`src/rtl/m1ump_pkg.sv`:
```
// Shared types, codes and word builders for the MIDI 1.0 byte stream to UMP translator.
package m1ump_pkg;

  localparam logic [7:0] ST_SYSEX    = 8'hF0;
  localparam logic [7:0] ST_MTC      = 8'hF1;
  localparam logic [7:0] ST_SONG_POS = 8'hF2;
  localparam logic [7:0] ST_SONG_SEL = 8'hF3;
  localparam logic [7:0] ST_TUNE     = 8'hF6;
  localparam logic [7:0] ST_RT_MIN   = 8'hF8;

  localparam logic [3:0] MT_SYSTEM  = 4'h1;
  localparam logic [3:0] MT_CHANNEL = 4'h2;
  localparam logic [3:0] MT_DATA64  = 4'h3;

  localparam logic [2:0] SX_MAX = 3'd6;

  localparam logic REG_GROUP = 1'b0;

  typedef enum logic [3:0] {
    SX_COMPLETE = 4'd0,
    SX_START    = 4'd1,
    SX_CONTINUE = 4'd2,
    SX_END      = 4'd3
  } sx_kind_e;

  typedef enum logic [1:0] {
    PH_IDLE  = 2'd0,
    PH_FIRST = 2'd1,
    PH_LATER = 2'd2
  } sx_phase_e;

  typedef logic [6:0] data7_t;

  function automatic logic [31:0] msg_word(input logic [3:0] grp, input logic [7:0] st,
                                           input data7_t d1, input data7_t d2);
    logic [3:0] mt;
    mt = (st >= ST_SYSEX) ? MT_SYSTEM : MT_CHANNEL;
    return {mt, grp, st, 1'b0, d1, 1'b0, d2};
  endfunction

  function automatic logic one_data(input logic [7:0] st);
    return (st[7:4] == 4'hC) || (st[7:4] == 4'hD) || (st == ST_MTC) || (st == ST_SONG_SEL);
  endfunction

endpackage

```
`src/rtl/midi1_bytestream_to_ump_unit.sv`:
```
// Top level of the MIDI 1.0 byte stream to UMP translator.
// Path: an accepted byte is registered in in_byte_q, then decoded into the output buffer obuf_q.
// Throughput: one byte per cycle while each byte makes at most one word and out_stall_i is low;
// a byte that makes more words (three at most) holds the decoder until the single-word output port drains.
// Reset: asynchronous, active low; clears running status, SysEx state, group and all valids.
module midi1_bytestream_to_ump_unit import m1ump_pkg::*; (
  input  logic        clk_i,
  input  logic        rst_ni,
  input  logic        in_valid_i,
  output logic        in_stall_o,
  input  logic [7:0]  stream_byte_i,
  output logic        out_valid_o,
  input  logic        out_stall_i,
  output logic [31:0] packet_word_o,
  output logic        last_word_o,
  input  logic        psel,
  input  logic        penable,
  input  logic        pwrite,
  input  logic [2:0]  paddr,
  input  logic [31:0] pwdata,
  output logic [31:0] prdata,
  output logic        pready
);

  logic [3:0]  group_q;
  logic        in_valid_q;
  logic [7:0]  in_byte_q;
  logic [7:0]  rs_q, rs_d;
  data7_t      fd_q, fd_d;
  logic        fdv_q, fdv_d;
  sx_phase_e   phase_q, phase_d;
  logic [2:0]  sx_cnt_q, sx_cnt_d;
  data7_t      sx_bytes_q [6];
  data7_t      sx_bytes_d [6];
  logic [31:0] obuf_q [3];
  logic [31:0] w0, w1, w2;
  logic [1:0]  out_cnt_q, n_words;

  logic        cfg_wr, take, buf_free, fire;
  logic        sx_emit, msg_emit;
  sx_kind_e    sx_kind;
  logic [7:0]  msg_st;
  data7_t      msg_d1, msg_d2;
  logic [2:0]  sx_idx;
  logic [31:0] sx_w0, sx_w1, m_w;

  assign pready = 1'b1;
  assign cfg_wr = psel && penable && pwrite && pready && (paddr[2] == REG_GROUP);
  assign prdata = (paddr[2] == REG_GROUP) ? {28'd0, group_q} : 32'd0;

  assign out_valid_o   = (out_cnt_q != 2'd0);
  assign packet_word_o = obuf_q[0];
  assign last_word_o   = (out_cnt_q == 2'd1);
  assign take          = out_valid_o && !out_stall_i;
  assign buf_free      = (out_cnt_q == 2'd0) || ((out_cnt_q == 2'd1) && !out_stall_i);
  assign fire          = in_valid_q && buf_free;
  assign in_stall_o    = in_valid_q && !buf_free;

  always_comb begin
    rs_d     = rs_q;
    fd_d     = fd_q;
    fdv_d    = fdv_q;
    phase_d  = phase_q;
    sx_cnt_d = sx_cnt_q;
    sx_emit  = 1'b0;
    sx_kind  = SX_COMPLETE;
    msg_emit = 1'b0;
    msg_st   = in_byte_q;
    msg_d1   = '0;
    msg_d2   = '0;
    sx_idx   = '0;
    for (int i = 0; i < 6; i++) begin
      sx_bytes_d[i] = sx_bytes_q[i];
    end
    if (in_byte_q[7]) begin
      if (in_byte_q >= ST_RT_MIN) begin
        msg_emit = 1'b1;
      end else begin
        rs_d  = in_byte_q;
        fd_d  = '0;
        fdv_d = 1'b0;
        unique case (phase_q)
          PH_FIRST: begin
            sx_emit = 1'b1;
            sx_kind = SX_COMPLETE;
          end
          PH_LATER: begin
            sx_emit = 1'b1;
            sx_kind = SX_END;
          end
          default: ;
        endcase
        if (sx_emit) begin
          phase_d  = PH_IDLE;
          sx_cnt_d = '0;
          for (int i = 0; i < 6; i++) begin
            sx_bytes_d[i] = '0;
          end
        end
        if (in_byte_q == ST_TUNE) begin
          msg_emit = 1'b1;
        end else if (in_byte_q == ST_SYSEX) begin
          phase_d  = PH_FIRST;
          sx_cnt_d = '0;
        end
      end
    end else if ((phase_q == PH_FIRST) || (phase_q == PH_LATER)) begin
      if (sx_cnt_q >= SX_MAX) begin
        sx_emit  = 1'b1;
        sx_kind  = (phase_q == PH_FIRST) ? SX_START : SX_CONTINUE;
        phase_d  = PH_LATER;
        sx_idx   = '0;
        sx_cnt_d = 3'd1;
        for (int i = 0; i < 6; i++) begin
          sx_bytes_d[i] = '0;
        end
      end else begin
        sx_idx   = sx_cnt_q;
        sx_cnt_d = sx_cnt_q + 3'd1;
      end
      for (int i = 0; i < 6; i++) begin
        if (sx_idx == 3'(i)) begin
          sx_bytes_d[i] = in_byte_q[6:0];
        end
      end
    end else if (fdv_q) begin
      msg_emit = 1'b1;
      msg_st   = rs_q;
      msg_d1   = fd_q;
      msg_d2   = in_byte_q[6:0];
      fdv_d    = 1'b0;
      fd_d     = '0;
    end else if (rs_q != 8'd0) begin
      if (one_data(rs_q)) begin
        msg_emit = 1'b1;
        msg_st   = rs_q;
        msg_d1   = in_byte_q[6:0];
      end else if ((rs_q < ST_SYSEX) || (rs_q == ST_SONG_POS)) begin
        fd_d  = in_byte_q[6:0];
        fdv_d = 1'b1;
      end
    end
  end

  assign sx_w0 = {MT_DATA64, group_q, sx_kind, 1'b0, sx_cnt_q,
                  1'b0, sx_bytes_q[0], 1'b0, sx_bytes_q[1]};
  assign sx_w1 = {1'b0, sx_bytes_q[2], 1'b0, sx_bytes_q[3],
                  1'b0, sx_bytes_q[4], 1'b0, sx_bytes_q[5]};
  assign m_w   = msg_word(group_q, msg_st, msg_d1, msg_d2);

  always_comb begin
    if (sx_emit) begin
      w0      = sx_w0;
      w1      = sx_w1;
      w2      = m_w;
      n_words = msg_emit ? 2'd3 : 2'd2;
    end else begin
      w0      = m_w;
      w1      = m_w;
      w2      = m_w;
      n_words = msg_emit ? 2'd1 : 2'd0;
    end
  end

  always_ff @(posedge clk_i or negedge rst_ni) begin
    if (!rst_ni) begin
      group_q    <= '0;
      in_valid_q <= 1'b0;
      rs_q       <= '0;
      fd_q       <= '0;
      fdv_q      <= 1'b0;
      phase_q    <= PH_IDLE;
      sx_cnt_q   <= '0;
      out_cnt_q  <= '0;
      for (int i = 0; i < 6; i++) begin
        sx_bytes_q[i] <= '0;
      end
    end else begin
      if (cfg_wr) begin
        group_q <= pwdata[3:0];
      end
      if (in_valid_i && !in_stall_o) begin
        in_valid_q <= 1'b1;
      end else if (fire) begin
        in_valid_q <= 1'b0;
      end
      if (fire) begin
        rs_q      <= rs_d;
        fd_q      <= fd_d;
        fdv_q     <= fdv_d;
        phase_q   <= phase_d;
        sx_cnt_q  <= sx_cnt_d;
        out_cnt_q <= n_words;
        for (int i = 0; i < 6; i++) begin
          sx_bytes_q[i] <= sx_bytes_d[i];
        end
      end else if (take) begin
        out_cnt_q <= out_cnt_q - 2'd1;
      end
    end
  end

  always_ff @(posedge clk_i) begin
    if (in_valid_i && !in_stall_o) begin
      in_byte_q <= stream_byte_i;
    end
    if (fire) begin
      obuf_q[0] <= w0;
      obuf_q[1] <= w1;
      obuf_q[2] <= w2;
    end else if (take) begin
      obuf_q[0] <= obuf_q[1];
      obuf_q[1] <= obuf_q[2];
    end
  end

`ifndef ASSERT_OFF
  a_sx_cnt_range: assert property (@(posedge clk_i) disable iff (!rst_ni)
    sx_cnt_q <= SX_MAX) else $error("SysEx byte count beyond six");

  a_idle_cnt_zero: assert property (@(posedge clk_i) disable iff (!rst_ni)
    (phase_q == PH_IDLE) |-> (sx_cnt_q == 3'd0)) else $error("SysEx count left outside SysEx");

  a_fdv_status: assert property (@(posedge clk_i) disable iff (!rst_ni)
    fdv_q |-> (rs_q[7] && (phase_q != PH_FIRST) && (phase_q != PH_LATER)))
    else $error("Pending data byte without running status");

  a_hold_input: assert property (@(posedge clk_i) disable iff (!rst_ni)
    (in_valid_q && (out_cnt_q > 2'd1)) |-> in_stall_o)
    else $error("Input taken while several beats remain");

  a_last_beat: assert property (@(posedge clk_i) disable iff (!rst_ni)
    (take && (out_cnt_q == 2'd1) && !fire) |=> !out_valid_o)
    else $error("Output beat appeared after the last one");
`endif

endmodule

```
`config.mk`:
```
export PLATFORM = sky130hd
export DESIGN_NAME = midi1_bytestream_to_ump_unit
export DESIGN_NICKNAME = d
export VERILOG_FILES = /design/src/rtl/m1ump_pkg.sv /design/src/rtl/midi1_bytestream_to_ump_unit.sv
export SDC_FILE = /design/constraint.sdc
export NUM_CORES = 1
export LEC_CHECK = 0
export ABC_CLOCK_PERIOD_IN_PS = 6800
export BUFFER_PORTS_ARGS = -buffer_cell sky130_fd_sc_hd__buf_2
export CAP_MARGIN = 30
export CORE_UTILIZATION = 45
export CTS_CLUSTER_SIZE = 12
export DETAILED_ROUTE_END_ITERATION = 8
export PLACE_DENSITY = 0.65
export SETUP_SLACK_MARGIN = 0.05
export SKIP_LAST_GASP = 1
export SLEW_MARGIN = 20
export SYNTH_ARGS = -nofsm -noshare
export SYNTH_HDL_FRONTEND = slang
export SYNTH_SLANG_ARGS = --single-unit
```
`constraint.sdc`:
```
create_clock -name clk_i -period 6.8 [get_ports clk_i]
set_input_delay 2.04 -clock clk_i [delete_from_list [all_inputs] [get_ports clk_i]]
set_output_delay 2.04 -clock clk_i [all_outputs]
set_load 0.01 [all_outputs]
```
# Yosys cells after proc, flatten, opt, wreduce, memory -nomap -nowiden
# Memories as Yosys holds them, arrays and structs flattened.
# Index checks and enable logic that the tools add are counted.
word_totals:
  ff_bits: 78
  ram_bits: 96
  output_inout_bits: 68
  memories: 1
op_classes:
  addsub: 2
  n_lt_le_gt_ge: 4
  n_eq_ne: 19
  muxes: 93
  bitwise: 4
  n_reduce_logical: 45
memory_table:
  columns: ["name", "words", "word_bits", "read_ports", "rd_clocked_by_memory_dff", "write_ports", "line_no", "source"]
  rows:
  - ["obuf_q", 3, 32, 3, 0, 3, "midi1_bytestream_to_ump_unit.sv:35", "logic [31:0] obuf_q [3];"]
op_table:
  columns: ["op", "count"]
  rows:
  - ["2-to-1 mux 42 bit", 5]
  - ["2-to-1 mux 7 bit", 21]
  - ["2-to-1 mux 32 bit", 2]
  - ["== test 8 bit, second input constant", 5]
  - ["2-to-1 mux 8 bit", 5]
  - ["2-to-1 mux 2 bit", 16]
  - ["2-to-1 mux 31 bit", 1]
  - ["2-to-1 mux 1 bit", 30]
  - ["2-to-1 mux 3 bit", 10]
  - ["2-to-1 mux 30 bit", 1]
  - ["AND reduction 5 bit", 6]
  - ["nonzero test 3 bit", 8]
  - ["greater-or-equal comparator 8 bit, second input constant", 2]
  - ["nonzero test 2 bit", 5]
  - ["AND reduction 3 bit", 3]
  - ["== test 4 bit, second input constant", 2]
  - ["logical AND 1 bit", 8]
  - ["less-than comparator 8 bit, second input constant", 1]
  - ["2-to-1 mux 4 bit", 2]
  - ["nonzero test 8 bit", 1]
  - ["== test 3 x 2 -> 1 bit, second input constant", 2]
  - ["== test 3 bit, second input constant", 2]
  - ["logical OR 1 bit", 6]
  - ["AND reduction 6 bit", 1]
  - ["16 further kinds", 22]

# Longest topological paths before layout
logic_depth:
  word_depth: 13
  mapped_depth: 9

# Least setup slack after synthesis
# Ideal clock, no wire load.
synth_path:
  path_type: "input to register"
  startpoint: "input port out_stall_i"
  endpoint: "memory obuf_q[0][10], data pin"
  t_arrival_ns: 5.950
  setup_slack_ns: 0.584
  stages: 5
  path_cell_list: "o21ai_1 -> nand2_1 -> nand2_1 -> buf_2 -> o22ai_1"
synth_lines:
  columns: ["element", "line_no", "source"]
  rows:
  - ["start: declaration", "midi1_bytestream_to_ump_unit.sv:13", "input logic out_stall_i,"]
  - ["end: declaration", "midi1_bytestream_to_ump_unit.sv:35", null]

# Final worst setup path
layout_path:
  startpoint: "input port out_stall_i"
  endpoint: "output port in_stall_o"
layout_via:
  elab_chain_len: 5
layout_lines:
  columns: ["element", "line_no", "source"]
  rows:
  - ["zero test 1 bit", "midi1_bytestream_to_ump_unit.sv:55", "assign buf_free = (out_cnt_q == 2'd0) || ((out_cnt_q == 2'd1) && !out_stall_i);"]
  - ["logical AND 1 bit", "midi1_bytestream_to_ump_unit.sv:55", null]
  - ["logical OR 1 bit", "midi1_bytestream_to_ump_unit.sv:55", null]
  - ["zero test 1 bit", "midi1_bytestream_to_ump_unit.sv:57", "assign in_stall_o = in_valid_q && !buf_free;"]
  - ["logical AND 1 bit", "midi1_bytestream_to_ump_unit.sv:57", null]
  - ["end: declaration", "midi1_bytestream_to_ump_unit.sv:10", "output logic in_stall_o,"]
# Every way passes these cells.

==> out/results.md <==
| Item | This run |
| --- | --- |
| Outcome | completed |
| Critical-path cell list | buf_2, nor2b_1, nor2_1, nand2_1, inv_1, buf_2 |
| Antenna Nets Post-Route | 0 |
| Post-route fraction of the period consumed by the critical path | 70.0% |
| Fin worst setup slack | 2.04 ns |
| Biggest cell delay along the critical path | 0.19 ns |
| Share of async-settable or async-resettable flops after synthesis | 42.7% |
| Synth warnings | 0 |
| Final Hold Slack | 0.491 ns |
| Met2 track demand over resource in global routing | 31.1% |
| Pwr Density | 514 nW/µm² |
| Synth unique cells | 64 |
| Inserted Clock Buffers | 17 |
| Final Skew | 0.0161 ns |
| Fraction of final layout cells sized beyond drive strength 1 | 19.1% |
| Sum of net half-perimeters after detailed placement | 11.1 mm |
| Sequential cell area | 4570 µm² |
| Top fanout value on the critical path | 3 |
| GR met1 Demand/Resource | 27.5% |
| RSZ-0062 raised after global routing | no |
| Type of destination of the critical path | output port |
| Total overflow reported by the global router | 0 |
| Per-cell routed wire length | 18.3 µm |
| Net total in the final layout | 762 |
| Hold Buf Count CTS | 0 |
| First-pass GRT wire length | 27.0 mm |
| Weighted congestion at the end of routability-driven global placement | 0.849 |
| Pre-CTS setup slack | 2.04 ns |
| Most used flip-flop cell after synthesis | sky130_fd_sc_hd__edfxtp_1 |
| Final design utilization | 50.6% |
| Worst Hold Class | reg -> reg |
| Area of the die | 17900 µm² |
| Clk slew on worst S/H paths | 0.06 ns |
| Signed area change from the synthesized netlist to the final layout | 8.69% |
| Critical Path RT | 4.76 ns |
| Initial antenna violation count | 0 |
| Combined buffer and inverter count along the critical path | 3 |
| DRC marker count from the first detailed-route iteration | 536 |
| Routed vias | 5223 |
| Total inserted antenna cells | 0 |
| H-tree level count | 4 |
| Total global routing track utilization | 19.9% |
| Starting utilization of the core area | 46.5% |
| Number of gates on the worst path with buffers counted | 6 |
| Most common cell after layout, fill and taps aside | sky130_fd_sc_hd__edfxtp_1 |
| Post-Synthesis Mean Instance Area | 11.4 µm² |
| Family with the most delay on the worst path | simple AND/OR/NAND/NOR gates |
| TritonCTS clock tree | yes |
| Count of pins on the block boundary | 118 |
| Worst Setup Path Type | in -> out |
| Depth of the worst hold-timing path | 2 |
| Sequential cell area fraction in the yosys report | 58.6% |
| Post-synthesis sequential element count | 164 |
| Clk buf depth | 2 |
| Worst-margin pin slew | 0.855 ns |
| Worst-skew pair later-pin latency | 0.43 ns |
| Post-detailed-route via-to-cell ratio | 5.58 |
| Most Used Layer, Global Route | met2 |
| # fillers | 1483 |
| DRC Markers | 0 |
| Post-route non-filler standard cell count | 936 |
| Worst slew margin | 42.9% |
| Worst IR Drop VDD | 569 µV |
| Number of instances in the synthesized netlist | 687 |
| Inst Count DP | 903 |
| R2r worst-path depth | 8 |
| Number of rows in the core area | 47 |
| Setup TNS after final layout | 0 ns |
| Vias in the first global route | 4965 |
| Post-synth design cell area | 7800 µm² |
| Slew Viols, Final | 0 |
| Clock tree sinks | 164 |
| Worst EP arrival | 2.72 ns |
| Peak Freq | 0.210 GHz |
| Leakage dissipation | 3.45 nW |
| Die extent in x | 134 µm |
| Area taken by multi-input logic gates | 2650 µm² |
| Drt first pass iters | 5 |
| Final Hold Fails | 0 |
| Time the worst path needs with I/O delays and setup | 4.76 ns |
| Vertical extent of the die | 134 µm |
| Met3 Resource Use GR | 3.69% |
| Number of enable flip-flop cells after synthesis | 94 |
| Most frequent cells in the layout | sky130_fd_sc_hd__edfxtp_1, sky130_fd_sc_hd__nand2_1, sky130_fd_sc_hd__dfrtp_1, sky130_fd_sc_hd__buf_2, sky130_fd_sc_hd__nor2_1 |
| Max Cap Violations | 0 |
| Count of buffers inserted at the top-level ports | 55 |
| Critical Path Most Common Cell | sky130_fd_sc_hd__buf_2 |
| Standard cell core area | 16800 µm² |
| Startpoint class of the critical path | input pin |
| Post_cts resized | 0 |
| Buffer count from post-CTS setup fixing | 0 |
| Final-report setup violation count | 0 |
| Wirelength, routed | 17.1 mm |
| CP max-delay cell | sky130_fd_sc_hd__nor2b_1 |
| Cell chosen for the clock root | sky130_fd_sc_hd__clkbuf_16 |
| Maximum number of pins on one net before global-route repair | 71 |
[logic make-up after synthesis]
group / Yosys count / synth area share, %
AO/OA/AOI/OAI: 189 / 17.1
adder cells (fa/ha/maj): 9 / 1.44
buffers and inverters: 116 / 9.13
flip-flops: 164 / 58.6
multiplexers: 13 / 1.83
other: 2 / 0.0963
AND/OR/NAND/NOR: 194 / 11.8
[cell type report]
cell class	instances	share of cell area (%)
inverter	21	0.930
multi-input combinational	437	31.2
timing repair buffer	62	4.01
clock inverter	11	0.841
sequential	164	54.0
clock buffer	21	5.81
tap	220	3.25
[synthesized netlist by cell type, drive strengths merged (14+ instances only)]
cell type  instances  area [µm²]
a21oi             38         235
buf               78         569
clkbuf            17        63.8
dfrtp             70        1750
edfxtp            94        2820
inv               19        71.3
nand2             86         325
nor2              42         160
o21ai             57         300
o22ai             14        87.6
o2bb2ai           35         307
[per-stage QoR]
step / power [mW] / area (µm²)
floorplan: 3.09 / 7910
global placement: 3.40 / 7890
detailed placement: 3.46 / 7890
CTS: 4.38 / 8460
global route: 4.62 / 8480
finish: 4.36 / 8480
[state kept, by name (all words and copies together) (netlist names)]
name	count
rs_q	8
sx_bytes_q	42
out_cnt_q	2
fd_q	7
group_q	4
obuf_q	86
phase_q	2
in_valid_q	1
sx_cnt_q	3
in_byte_q	8
fdv_q	1
[where the power goes]
group	leakage, nW	internal [mW]	switching, mW	total [mW]
Combinational	1.32	0.513	1.08	1.59
Clock	0.279	0.519	0.390	0.909
Sequential	1.85	1.62	0.235	1.86
Total	3.45	2.66	1.71	4.36
[per-layer routing]
metal,part of all wire [%],vias up,wire [µm]
met4,1.7,0,295
met5,0,-,0
li1,-,2444,-
met3,4.9,28,843
met2,48,187,8250
met1,45,2564,7700
[tightest hold or removal path: cells and delay by family, from the launching register on]
kind            cells  cell delay, ns
compound gates      1            0.06
flops               1            0.35
simple gates        1            0.05
[final timing paths]
kind                                             from                         end  slack (ns)
setup / recovery                          out_stall_i                  in_stall_o        2.04
hold / removal             sx_bytes_q[36]$_DFFE_PN0P_  sx_bytes_q[36]$_DFFE_PN0P_        0.49
setup reg to reg             out_cnt_q[1]$_DFFE_PN0P_      phase_q[0]$_DFFE_PN0P_        3.52
hold reg to reg            sx_bytes_q[36]$_DFFE_PN0P_  sx_bytes_q[36]$_DFFE_PN0P_        0.49
max in group asynchronous                      rst_ni     sx_cnt_q[0]$_DFFE_PN0P_        4.59
min in group asynchronous                      rst_ni         fd_q[6]$_DFFE_PN0P_        1.63
No activity file was read; power rests on OpenSTA's default activity.
